`config.mk`:
```
export PLATFORM = sky130hd
export DESIGN_NAME = timer_latency_gravity_tuner_flat
export DESIGN_NICKNAME = d
export VERILOG_FILES = /design/src/rtl/tlg_pkg.sv /design/src/rtl/tlg_if.sv /design/src/rtl/timer_latency_gravity_tuner.sv /design/src/flat_wrapper.sv
export SDC_FILE = /design/constraint.sdc
export NUM_CORES = 2
export LEC_CHECK = 0
export BUFFER_PORTS_ARGS = -buffer_cell sky130_fd_sc_hd__buf_2
export CORE_MARGIN = 5
export CORE_UTILIZATION = 49
export DETAILED_ROUTE_END_ITERATION = 6
export PLACE_DENSITY = 0.68
export SLEW_MARGIN = 25
export SYNTH_ARGS = -nofsm -noshare
export SYNTH_HDL_FRONTEND = slang
export SYNTH_SLANG_ARGS = --single-unit
```
`constraint.sdc`:
```
create_clock -name clk -period 19.1 [get_ports clk]
set_clock_uncertainty 0.15 [all_clocks]
set_input_delay 0.955 -clock clk [delete_from_list [all_inputs] [get_ports clk]]
set_output_delay 0.955 -clock clk [all_outputs]
set_load 0.01 [all_outputs]
```
`src/rtl/tlg_pkg.sv`:
```
`default_nettype none
package tlg_pkg;

    localparam int unsigned TS_W     = 64;
    localparam int unsigned PERIOD_W = 32;
    localparam int unsigned COUNT_W  = 24;
    localparam int unsigned GRAV_W   = 32;
    localparam int unsigned LAT_W    = 32;
    localparam int unsigned SUM_W    = 64;
    localparam int unsigned ROUND_W  = 5;
    localparam int unsigned STABLE_W = 2;
    localparam int unsigned CFG_W    = 32;

    localparam logic [ROUND_W-1:0]  MAX_ROUNDS    = 5'd30;
    localparam logic [STABLE_W-1:0] STABLE_NEEDED = 2'd3;

    typedef logic [1:0] status_t;
    localparam status_t ST_IDLE      = 2'd0;
    localparam status_t ST_MEASURING = 2'd1;
    localparam status_t ST_CONVERGED = 2'd2;
    localparam status_t ST_GAVE_UP   = 2'd3;

    typedef logic opcode_t;
    localparam opcode_t OP_BEGIN  = 1'b0;
    localparam opcode_t OP_EXPIRY = 1'b1;

    typedef logic cfg_index_t;
    localparam cfg_index_t CFG_PERIOD  = 1'b0;
    localparam cfg_index_t CFG_SAMPLES = 1'b1;

    localparam logic signed [LAT_W-1:0] LAT_MAX_VAL = 32'sh7FFF_FFFF;
    localparam logic signed [LAT_W-1:0] LAT_MIN_VAL = 32'sh8000_0000;

    localparam logic [PERIOD_W-1:0] PERIOD_RESET  = 32'd1000;
    localparam logic [COUNT_W-1:0]  SAMPLES_RESET = 24'd10000;

endpackage
`default_nettype wire

```
`src/rtl/tlg_if.sv`:
```
`default_nettype none
interface tlg_event_if
    import tlg_pkg::*;
();
    logic              valid;
    logic              ready;
    opcode_t           opcode;
    logic [TS_W-1:0]   timestamp;

    modport source (output valid, opcode, timestamp, input ready);
    modport sink   (input valid, opcode, timestamp, output ready);
endinterface

interface tlg_result_if
    import tlg_pkg::*;
();
    logic                     valid;
    logic                     ready;
    status_t                  status;
    logic                     round_end;
    logic [GRAV_W-1:0]        gravity_ticks;
    logic [ROUND_W-1:0]       round_index;
    logic signed [LAT_W-1:0]  round_min;
    logic signed [LAT_W-1:0]  round_max;
    logic signed [SUM_W-1:0]  round_sum;

    modport source (output valid, status, round_end, gravity_ticks, round_index,
                    round_min, round_max, round_sum, input ready);
    modport sink   (input valid, status, round_end, gravity_ticks, round_index,
                    round_min, round_max, round_sum, output ready);
endinterface
`default_nettype wire

```
`src/rtl/timer_latency_gravity_tuner.sv`:
```
// Timer latency gravity tuner. Takes requests (begin or timer expiry with a
// 64-bit timestamp) and returns one result per request. A request is
// captured in an input register; the whole latency measurement and gravity
// update is combinational into the result register, which loads once the
// result side can take it. The block sustains one request per cycle while
// the result side does not stall, as the update loop on the tuning state
// (expected expiry, round statistics, gravity) is combinational. The result
// register lets a new request in while a finished result waits; when the
// result side stalls, requests back up into the input register. Configuration
// (period, samples per round) is written by index; the user must write it
// only while no request is in flight, and the block does not enforce that.
`default_nettype none
module timer_latency_gravity_tuner
    import tlg_pkg::*;
(
    input  wire logic        clk,
    input  wire logic        rst_n,
    input  wire logic        cfg_we,
    input  wire cfg_index_t  cfg_index,
    input  wire logic [CFG_W-1:0] cfg_data,
    tlg_event_if.sink        events,
    tlg_result_if.source     results
);

    // configuration
    logic [PERIOD_W-1:0] period_reg;
    logic [COUNT_W-1:0]  samples_reg;

    // input register
    logic             in_vld_reg;
    opcode_t          in_op_reg;
    logic [TS_W-1:0]  in_ts_reg;

    // tuning state
    logic [TS_W-1:0]          exp_reg, exp_next;
    logic signed [LAT_W-1:0]  min_reg, min_next;
    logic signed [LAT_W-1:0]  max_reg, max_next;
    logic signed [SUM_W-1:0]  sum_reg, sum_next;
    logic [COUNT_W-1:0]       cnt_reg, cnt_next;
    logic [GRAV_W-1:0]        grav_reg, grav_next;
    logic [GRAV_W-1:0]        pgrav_reg, pgrav_next;
    logic signed [LAT_W-1:0]  pmin_reg, pmin_next;
    logic [STABLE_W-1:0]      stable_reg, stable_next;
    logic [ROUND_W-1:0]       round_reg, round_next;
    status_t                  status_reg, status_next;

    // result register
    logic                     out_vld_reg;
    status_t                  r_status_reg;
    logic                     r_end_reg;
    logic [GRAV_W-1:0]        r_grav_reg;
    logic [ROUND_W-1:0]       r_round_reg;
    logic signed [LAT_W-1:0]  r_min_reg;
    logic signed [LAT_W-1:0]  r_max_reg;
    logic signed [SUM_W-1:0]  r_sum_reg;

    logic                     advance;
    logic                     proc;
    logic                     ended;
    logic [ROUND_W-1:0]       shown_round;

    // datapath temporaries
    logic [TS_W-1:0]          diff;
    logic signed [LAT_W-1:0]  lat;
    logic signed [LAT_W-1:0]  base_min;
    logic signed [LAT_W-1:0]  base_max;
    logic signed [SUM_W-1:0]  base_sum;
    logic [COUNT_W-1:0]       cnt_inc;
    logic signed [LAT_W-1:0]  mn;
    logic signed [LAT_W-1:0]  mn_bias;
    logic signed [LAT_W-1:0]  half;
    logic signed [LAT_W-1:0]  adj;
    logic [STABLE_W-1:0]      stable_inc;
    logic signed [GRAV_W+1:0] g;
    logic [TS_W-1:0]          ts_plus_period;

    assign advance        = !out_vld_reg || results.ready;
    assign proc           = in_vld_reg && advance;
    assign events.ready   = !in_vld_reg || advance;
    assign ts_plus_period = in_ts_reg + {{(TS_W-PERIOD_W){1'b0}}, period_reg};

    always_ff @(posedge clk or negedge rst_n)
    begin
        if (!rst_n)
        begin
            period_reg  <= PERIOD_RESET;
            samples_reg <= SAMPLES_RESET;
        end
        else if (cfg_we)
        begin
            case (cfg_index)
                CFG_PERIOD:  period_reg  <= cfg_data[PERIOD_W-1:0];
                CFG_SAMPLES: samples_reg <= cfg_data[COUNT_W-1:0];
                default:     ;
            endcase
        end
    end

    always_ff @(posedge clk or negedge rst_n)
    begin
        if (!rst_n)
            in_vld_reg <= 1'b0;
        else if (events.valid && events.ready)
            in_vld_reg <= 1'b1;
        else if (advance)
            in_vld_reg <= 1'b0;
    end

    always_ff @(posedge clk)
    begin
        if (events.valid && events.ready)
        begin
            in_op_reg <= events.opcode;
            in_ts_reg <= events.timestamp;
        end
    end

    always_comb
    begin
        exp_next    = exp_reg;
        min_next    = min_reg;
        max_next    = max_reg;
        sum_next    = sum_reg;
        cnt_next    = cnt_reg;
        grav_next   = grav_reg;
        pgrav_next  = pgrav_reg;
        pmin_next   = pmin_reg;
        stable_next = stable_reg;
        round_next  = round_reg;
        status_next = status_reg;
        ended       = 1'b0;
        shown_round = round_reg;

        // saturate the 64-bit latency to signed 32 bits
        diff = in_ts_reg - exp_reg;
        if (diff[TS_W-1:LAT_W-1] == '0 || diff[TS_W-1:LAT_W-1] == '1)
            lat = diff[LAT_W-1:0];
        else if (diff[TS_W-1])
            lat = LAT_MIN_VAL;
        else
            lat = LAT_MAX_VAL;

        if (cnt_reg == '0)
        begin
            base_min = LAT_MAX_VAL;
            base_max = '0;
            base_sum = '0;
        end
        else
        begin
            base_min = min_reg;
            base_max = max_reg;
            base_sum = sum_reg;
        end
        cnt_inc = cnt_reg + 1'b1;
        mn      = (lat < base_min) ? lat : base_min;

        // halve toward zero
        mn_bias    = mn + {{(LAT_W-1){1'b0}}, mn[LAT_W-1]};
        half       = mn_bias >>> 1;
        adj        = (half == '0 && mn < 0) ? mn : half;
        stable_inc = stable_reg + 1'b1;
        g          = $signed({2'b00, grav_reg}) + {{2{adj[LAT_W-1]}}, adj};

        if (proc)
        begin
            if (in_op_reg == OP_BEGIN)
            begin
                grav_next   = '0;
                pgrav_next  = '0;
                pmin_next   = '0;
                stable_next = '0;
                round_next  = ROUND_W'(1);
                shown_round = ROUND_W'(1);
                exp_next    = ts_plus_period;
                min_next    = LAT_MAX_VAL;
                max_next    = '0;
                sum_next    = '0;
                cnt_next    = '0;
                status_next = ST_MEASURING;
            end
            else if (status_reg == ST_MEASURING)
            begin
                min_next = mn;
                max_next = (lat > base_max) ? lat : base_max;
                sum_next = base_sum + {{(SUM_W-LAT_W){lat[LAT_W-1]}}, lat};
                exp_next = exp_reg + {{(TS_W-PERIOD_W){1'b0}}, period_reg};
                cnt_next = cnt_inc;
                if (cnt_inc >= samples_reg)
                begin
                    ended    = 1'b1;
                    cnt_next = '0;
                end

                if (ended)
                begin
                    if (round_reg > ROUND_W'(1) && mn < 0 && pmin_reg > 0)
                    begin
                        // sign flipped to negative: roll back
                        grav_next   = pgrav_reg;
                        status_next = ST_CONVERGED;
                    end
                    else if (round_reg > ROUND_W'(1) && mn > 0 && pmin_reg < 0)
                    begin
                        status_next = ST_CONVERGED;
                    end
                    else if (half == '0 && stable_inc == STABLE_NEEDED)
                    begin
                        stable_next = stable_inc;
                        status_next = ST_CONVERGED;
                    end
                    else
                    begin
                        stable_next = (half == '0) ? stable_inc : '0;
                        pgrav_next  = grav_reg;
                        pmin_next   = mn;
                        // drop a decrease below zero, clamp an increase
                        if (!g[GRAV_W+1])
                            grav_next = g[GRAV_W] ? '1 : g[GRAV_W-1:0];
                        if (round_reg >= MAX_ROUNDS)
                            status_next = ST_GAVE_UP;
                        else
                        begin
                            round_next = round_reg + 1'b1;
                            exp_next   = ts_plus_period;
                        end
                    end
                end
            end
        end
    end

    always_ff @(posedge clk or negedge rst_n)
    begin
        if (!rst_n)
        begin
            exp_reg    <= '0;
            min_reg    <= LAT_MAX_VAL;
            max_reg    <= '0;
            sum_reg    <= '0;
            cnt_reg    <= '0;
            grav_reg   <= '0;
            pgrav_reg  <= '0;
            pmin_reg   <= '0;
            stable_reg <= '0;
            round_reg  <= '0;
            status_reg <= ST_IDLE;
        end
        else
        begin
            exp_reg    <= exp_next;
            min_reg    <= min_next;
            max_reg    <= max_next;
            sum_reg    <= sum_next;
            cnt_reg    <= cnt_next;
            grav_reg   <= grav_next;
            pgrav_reg  <= pgrav_next;
            pmin_reg   <= pmin_next;
            stable_reg <= stable_next;
            round_reg  <= round_next;
            status_reg <= status_next;
        end
    end

    always_ff @(posedge clk or negedge rst_n)
    begin
        if (!rst_n)
            out_vld_reg <= 1'b0;
        else if (proc)
            out_vld_reg <= 1'b1;
        else if (results.ready)
            out_vld_reg <= 1'b0;
    end

    always_ff @(posedge clk)
    begin
        if (proc)
        begin
            r_status_reg <= status_next;
            r_end_reg    <= ended;
            r_grav_reg   <= grav_next;
            r_round_reg  <= shown_round;
            r_min_reg    <= min_next;
            r_max_reg    <= max_next;
            r_sum_reg    <= sum_next;
        end
    end

    assign results.valid         = out_vld_reg;
    assign results.status        = r_status_reg;
    assign results.round_end     = r_end_reg;
    assign results.gravity_ticks = r_grav_reg;
    assign results.round_index   = r_round_reg;
    assign results.round_min     = r_min_reg;
    assign results.round_max     = r_max_reg;
    assign results.round_sum     = r_sum_reg;

    a_round_limit: assert property (@(posedge clk) disable iff (!rst_n)
        round_reg <= MAX_ROUNDS)
        else $error("round counter past limit");

    a_begin_result: assert property (@(posedge clk) disable iff (!rst_n)
        proc && in_op_reg == OP_BEGIN |=>
            out_vld_reg && r_status_reg == ST_MEASURING && r_round_reg == ROUND_W'(1)
            && !r_end_reg)
        else $error("begin request gave wrong result");

    a_end_not_idle: assert property (@(posedge clk) disable iff (!rst_n)
        out_vld_reg && r_end_reg |-> r_status_reg != ST_IDLE)
        else $error("round closed while idle");

    a_held_input: assert property (@(posedge clk) disable iff (!rst_n)
        in_vld_reg && !advance |=> in_vld_reg && $stable(in_ts_reg) && $stable(in_op_reg))
        else $error("held request lost");

    a_result_held: assert property (@(posedge clk) disable iff (!rst_n)
        out_vld_reg && !results.ready |=> out_vld_reg && $stable(r_sum_reg))
        else $error("stalled result changed");

endmodule
`default_nettype wire
```
`src/flat_wrapper.sv`:
```
// flat-port wrapper written by rule: the top's interface ports become plain ports
module timer_latency_gravity_tuner_flat import tlg_pkg::*;
  (clk, rst_n, cfg_we, cfg_index, cfg_data, events_valid, events_opcode, events_timestamp, events_ready, results_valid, results_status, results_round_end, results_gravity_ticks, results_round_index, results_round_min, results_round_max, results_round_sum, results_ready);
  tlg_event_if events_i ();
  tlg_result_if results_i ();
  input  wire logic clk;
  input  wire logic rst_n;
  input  wire logic cfg_we;
  input  wire cfg_index_t cfg_index;
  input  wire logic [CFG_W-1:0] cfg_data;
  input wire logic [$bits(events_i.valid)-1:0] events_valid;
  input wire logic [$bits(events_i.opcode)-1:0] events_opcode;
  input wire logic [$bits(events_i.timestamp)-1:0] events_timestamp;
  output wire logic [$bits(events_i.ready)-1:0] events_ready;
  output wire logic [$bits(results_i.valid)-1:0] results_valid;
  output wire logic [$bits(results_i.status)-1:0] results_status;
  output wire logic [$bits(results_i.round_end)-1:0] results_round_end;
  output wire logic [$bits(results_i.gravity_ticks)-1:0] results_gravity_ticks;
  output wire logic [$bits(results_i.round_index)-1:0] results_round_index;
  output wire logic [$bits(results_i.round_min)-1:0] results_round_min;
  output wire logic [$bits(results_i.round_max)-1:0] results_round_max;
  output wire logic [$bits(results_i.round_sum)-1:0] results_round_sum;
  input wire logic [$bits(results_i.ready)-1:0] results_ready;
  assign events_i.valid = events_valid;
  assign events_i.opcode = events_opcode;
  assign events_i.timestamp = events_timestamp;
  assign events_ready = events_i.ready;
  assign results_valid = results_i.valid;
  assign results_status = results_i.status;
  assign results_round_end = results_i.round_end;
  assign results_gravity_ticks = results_i.gravity_ticks;
  assign results_round_index = results_i.round_index;
  assign results_round_min = results_i.round_min;
  assign results_round_max = results_i.round_max;
  assign results_round_sum = results_i.round_sum;
  assign results_i.ready = results_ready;
  timer_latency_gravity_tuner u_core (.clk(clk), .rst_n(rst_n), .cfg_we(cfg_we), .cfg_index(cfg_index), .cfg_data(cfg_data), .events(events_i), .results(results_i));
endmodule
```
# Word level (Yosys, flattened, before mapping)
# Cells that the tools add are included.
[totals]
reg_bits = 612
latchBits = 0
mem_bits_rw = 0
mem_bits_ro = 0
in_bits = 103
output_inout_bits = 170
wordCells = 155
mem_count = 0
[op_classes]
addsub = 9
n_mul = 0
div_mod_pow = 0
n_lt_le_gt_ge = 9
n_eq_ne = 9
n_shift = 0
mux = 78
n_bitwise = 1
reduce_logical = 25
[op_table]
columns = ["operator", "count"]
rows = [
  ["$mux 32", 34],
  ["$mux 64", 11],
  ["$add 64x32->64", 2],
  ["$mux 24", 3],
  ["$add 64x64->64", 1],
  ["$gt 32x1->1 const B", 2],
  ["$lt 32x1->1 const B", 2],
  ["$sub 64x64->64", 1],
  ["$mux 5", 7],
  ["$add 33x32->34", 1],
  ["$eq 33x33->1 const B", 1],
  ["$logic_not 33->1", 1],
  ["$add 32x1->32", 1],
  ["$gt 32x32->1", 1],
  ["$logic_not 32->1", 1],
  ["$lt 32x32->1", 1],
  ["$mux 2", 15],
  ["$add 24x1->24 const B", 1],
  ["$ge 24x24->1", 1],
  ["$logic_not 24->1", 1],
  ["$ne 2x2->1 const B", 6],
  ["$logic_and 1x1->1", 8],
  ["$mux 1", 8],
  ["$reduce_and 2->1", 4],
  ["13 further kinds", 17],
]

# Logic depth before layout (Yosys ltp)
[depth]
word_depth = 20
depth_mapped = 78
depth_no_buf = 70

# Worst setup path before layout
# No wires, ideal clock.
[synth_timing]
kind = "reg2reg"
from = "register u_core.exp_reg[5]"
to = "register u_core.r_grav_reg[21] (netlist: u_core.results.gravity_ticks[21]), data pin"
setup_time_ns = 0.265
arrival_time_ns = 14.459
required_ns = 18.685
slack_ns = 4.226
stages_incl_launch_ff = 74
n_path_buf = 9
synth_period_minus_slack_ns = 14.874
path_cell_list = "dfrtp_1 > inv_1 > ha_1 > a21o_1 > or3_1 > o21ba_1 > o21a_1 > or3_4 > a21oi_4 > xor2_1 > or3_1 > or4_1 > or4_4 > nor3_4 > buf_4 > buf_4 > buf_2 > a21oi_1 > (+38 left out) > nor2b_1 > o31ai_1 > a211o_1 > nand2_1 > o21ai_0 > o21ai_0 > nor4_1 > o31ai_1 > o21bai_1 > o211ai_1 > a21o_1 > a21oi_1 > a21o_1 > a21oi_2 > and2_1 > buf_2 > buf_4 > a221o_1"
[synth_via]
elab_chain_cells = 20
word_cells_on_any_way = 29
classes_between = "add/sub (3); order compare (3); eq/ne (1); mux (13); reduce/logical (9)"
[synth_rtl]
columns = ["element", "line_no", "text"]
rows = [
  ["start, declared", "timer_latency_gravity_tuner.sv:35", "logic [TS_W-1:0] exp_reg, exp_next;"],
  ["start signal, assigned", "timer_latency_gravity_tuner.sv:251", "exp_reg <= exp_next;"],
  ["$sub 64x64->64 *", "timer_latency_gravity_tuner.sv:135", "diff = in_ts_reg - exp_reg;"],
  ["$eq 33x33->1 or $logic_not 33->1 (tied branches)", "timer_latency_gravity_tuner.sv:136", "if (diff[TS_W-1:LAT_W-1] == '0 || diff[TS_W-1:LAT_W-1] == '1)"],
  ["$logic_or 1x1->1", "timer_latency_gravity_tuner.sv:136", ""],
  ["$mux 32 *", "timer_latency_gravity_tuner.sv:136", ""],
  ["$lt 32x32->1", "timer_latency_gravity_tuner.sv:156", "mn = (lat < base_min) ? lat : base_min;"],
  ["$mux 32 *", "timer_latency_gravity_tuner.sv:156", ""],
  ["$add 32x1->32", "timer_latency_gravity_tuner.sv:159", "mn_bias = mn + {{(LAT_W-1){1'b0}}, mn[LAT_W-1]};"],
  ["$logic_not 32->1", "timer_latency_gravity_tuner.sv:161, timer_latency_gravity_tuner.sv:207", ""],
  ["(+5 left out)", "-", ""],
  ["$mux 32", "timer_latency_gravity_tuner.sv:207", "else if (half == '0 && stable_inc == STABLE_NEEDED)"],
  ["$mux 32", "timer_latency_gravity_tuner.sv:203", "else if (round_reg > ROUND_W'(1) && mn > 0 && pmin_reg < 0)"],
  ["$mux 32 *", "timer_latency_gravity_tuner.sv:197", "if (round_reg > ROUND_W'(1) && mn < 0 && pmin_reg > 0)"],
  ["$mux 32 *", "timer_latency_gravity_tuner.sv:195", "if (ended)"],
  ["$mux 32 *", "timer_latency_gravity_tuner.sv:182", "else if (status_reg == ST_MEASURING)"],
  ["$mux 32 *", "timer_latency_gravity_tuner.sv:167", "if (in_op_reg == OP_BEGIN)"],
  ["$mux 32 *", "timer_latency_gravity_tuner.sv:165", "if (proc)"],
  ["via u_core.grav_next[21]", "timer_latency_gravity_tuner.sv:40", "logic [GRAV_W-1:0] grav_reg, grav_next;"],
  ["end signal, assigned", "timer_latency_gravity_tuner.sv:281", "r_grav_reg <= grav_next;"],
  ["end, declared", "timer_latency_gravity_tuner.sv:51", "logic [GRAV_W-1:0] r_grav_reg;"],
]
# The timed path passes the listed nets; every way through them passes the cells marked *.
# A chain may end at the register's enable or synchronous reset.

# Worst setup path after layout
[layout_timing]
from = "register u_core.exp_reg[0]"
to = "register u_core.r_grav_reg[27] (netlist: u_core.results.gravity_ticks[27]), data pin"
# Same word-level chain as after synthesis.

==> results by group <==
Synth
  • Synth Area in XOR/XNOR: under 10%
  • Synth area leader: dfrtp_1
  • Combinational family with the most area after synthesis: compound AO/OA/AOI/OAI gates
  • Dominant synthesized flop cell: dfrtp_1
  • Mux cell area share after synthesis: approximately 2.3%
  • Synth Area in Simple Gates: between 10% and 20%
  • Synth top cells by count: nand2_1, dfrtp_1, a21oi_1
  • Synth Area in Compound Gates: 20.4%
  • Post-Synthesis Cells: ~4600
  • Seq/Total Area, Yosys: 39.4%
  • Post-synth EDFFs: around 230
  • Synth Warn #: 0
  • Synth Cell Area: 42000 um2
  • Synth Register Bits: 612
  • Avg Synthesized Cell Area: 9.12 um2
  • Most instantiated library cell after synthesis: nand2_1
  • Top-area cell type share of the netlist area: 20.1%
  • Synth area leaders: dfrtp_1, edfxtp_1, ha_1, nand2_1, a21oi_1
  • Ys async rst share: between 60% and 70%
  • Syn Nets: ~5000
  • Post-synthesis adder-cell area fraction: under 10%
  • Unique masters post-synth: 110

Floorplan
  • DIE HEIGHT: 303 um
  • Die width: 303 um
  • Core Footprint: 85100 um2
  • I/O pins: 273
  • Initial Utilization: about 49%
  • Floorplan row count: about 110
  • Die ar.: 91600 um2

Placed design
  • Dpl cells: 5885
  • Buffers on Ports: 272
  • DP HPWL: approximately 100000 um
  • GPL Wtd Cong: 1.03

Timing
  • RSZ-0062 raised after global routing: false
  • Final min period: about 18000 ps
  • Slew @ Worst Pin: 1140 ps
  • Fmax: 55.9 MHz
  • Final Max Tran Viols: 0
  • Fin. Hold Viols: 0
  • Setup violators final: 0
  • Setup Total Neg Slack: 0 ps
  • Final worst-path cycle share: roughly 94%
  • Slew HR: 23.5%

Flow run
  • Max_cap viols: 0

CTS
  • Reg clk slew, reported paths: 70 ps
  • Clk buf depth: 3
  • CTS tree: built
  • Clk_lat worst skew: 630 ps
  • Num CTS Buffers: 71
  • CTS sink cnt: 612
  • Root Buffer: clkbuf_16
  • # H-tree levels: 3

Worst setup path
  • Reg2reg start: u_core.exp_reg[0]
  • Critical Path Sink Type: flop
  • Crit-path slowest cell: or4b_2
  • Setup crit start: u_core.exp_reg[0]
  • Critical path fanouts, max: 30
  • Crit-path max cell delay: approximately 740 ps
  • Critical path data required time: 19320 ps
  • Worst EP arrival: 18100 ps
  • Crit start category: flop
  • Top cell by count, worst path: a21oi_1
  • Crit path kind: flop to flop

GRT
  • Vias in the first global route: roughly 35000
  • Initial antenna violation count: 7
  • Total gr overflow: 0
  • Largest net degree at the start of global routing: between 100 and 150
  • First-pass GRT wire length: 205000 um
  • Global Route Usage Sum: roughly 29%

Routing
  • Vias/cell: 6.11
  • DR WL/cell: 22.4 um
  • DR iter-0 viols: between 3000 and 4000
  • DRT Pass-1 Iters: 7
  • Post-detailed-routing wire length: roughly 140000 um
  • DRT antenna net count: 0
  • Via Count: 36800
  • Number of remaining DRC errors: 3

Status
  • Failing checks: design-rule violations
  • Status: complete, but fails checks

Power
  • Leakage: 0.0205 uW
  • PwrDens: 180 nW/um2
  • Peak supply drop: 0.109 mV

Worst hold path
  • Worst Hold Class: input port to async pin

Cells and area
  • Nets: around 5200
  • Share of cells above drive strength 1: 12.9%
  • Area grow syn2layout: 11.9%
  • Fillers: ~7800
  • Post-Layout Cell Count: 6022
## per-layer routing
metal	wire length (um)	GRT usage, %	share of wire, %	vias to the layer above
met5	0	0	0	-
met4	5520	10.6	4.1	0
met3	10700	5.16	7.9	316
met2	62800	46.6	47	1548
met1	56100	38.1	41	17600
li1	-	-	-	17300
## power by group
group	switching, uW	internal [uW]	leakage [uW]
clock network	587	830	0.00117
registers	194	1740	0.00699
logic	3330	1800	0.0123
total	4110	4370	0.0205
## worst paths after layout
| kind | to | slack (ps) | cells after the start |
|---|---|---|---|
| max in group asynchronous | u_core.sum_reg[60] | 16390 | 3 |
| max reg2reg | u_core.results.gravity_ticks[27] | 1220 | 68 |
| min reg2reg | u_core.pgrav_reg[16] | 320 | 2 |
| min in group clk | u_core.pgrav_reg[16] | 320 | 2 |
| max | u_core.results.gravity_ticks[27] | 1220 | 68 |
| min | u_core.pgrav_reg[13] | 200 | 1 |
## stage by stage
step / hold slack [ps] / util, % / area (um2) / worst slack (ps) / total power [uW]
after global routing: 276 / 55.2 / 47000 / 80.6 / 9000
after floorplan: 290 / - / 42000 / 4230 / 5380
after detailed placement: 313 / 52.3 / 44500 / 1820 / 6930
after global placement: 302 / 52.3 / 44500 / 1720 / 6900
final: 200 / 55.2 / 47000 / 1220 / 8480
after CTS: 264 / 55.1 / 46900 / 1690 / 8380
## layout by cell type, fill, tap and decap left out, types with 43 or more instances in the layout
master | Yosys | layout
and3_1 | 46 | 46
and2_1 | 130 | 127
buf_2 | 35 | 271
nand4_1 | 82 | 82
a21o_1 | 99 | 98
clkbuf_16 | 0 | 74
nand2_1 | 517 | 513
nand3_1 | 120 | 120
nor3_1 | 108 | 107
xor2_1 | 109 | 108
o21ai_0 | 305 | 305
buf_4 | 9 | 54
a21oi_1 | 330 | 330
nand2b_1 | 68 | 68
nor2b_1 | 48 | 47
nor2_1 | 294 | 289
inv_1 | 208 | 207
o31ai_1 | 44 | 43
o21a_1 | 49 | 48
xnor2_1 | 163 | 161
ha_1 | 317 | 317
dfrtp_1 | 337 | 337
edfxtp_1 | 233 | 233
mux2_2 | 61 | 61
o211ai_1 | 44 | 44
nor4_1 | 48 | 47
## critical path: cells and delay by family, from the launching register on
kind,cells,cell delay [ps]
flops,1,410
compound gates,37,8390
fa+ha+maj,5,1590
simple gates,22,5780
buf+inv,4,1250
## kinds of logic (layout without fill, tap and decap cells)
| logic type | after synthesis | after routing |
|---|---|---|
| AOI/OAI and AO/OA | 1313 | 1313 |
| xor gates and xnor gates | 272 | 272 |
| adders and majority gates | 322 | 322 |
| buffers and inverters | 399 | 670 |
| DFF | 612 | 612 |
| muxes | 87 | 87 |
| other | 0 | 5 |
| and+or+nand+nor | 1597 | 1597 |
## area by class of cell
type                    instances  area (um2)  share of cell area [%]
multi-input cells            3591       24000                    51.0
flip-flops and latches        612       16500                    35.2
clock buffers                 101        2020                    4.31
repair buffers                329        1820                    3.87
well taps                    1144        1430                    3.05
inverters                     209         790                    1.68
clock inverters                31         382                   0.813
diodes                          5        12.5                  0.0266
## repair_timing
action / CTS / global route
buffers inserted: 0 / 0
setup endpoints to repair: 0 / 1
hold buffers: 0 / 0
resized for setup: 0 / 1
No activity file was read; power rests on OpenSTA's default activity.
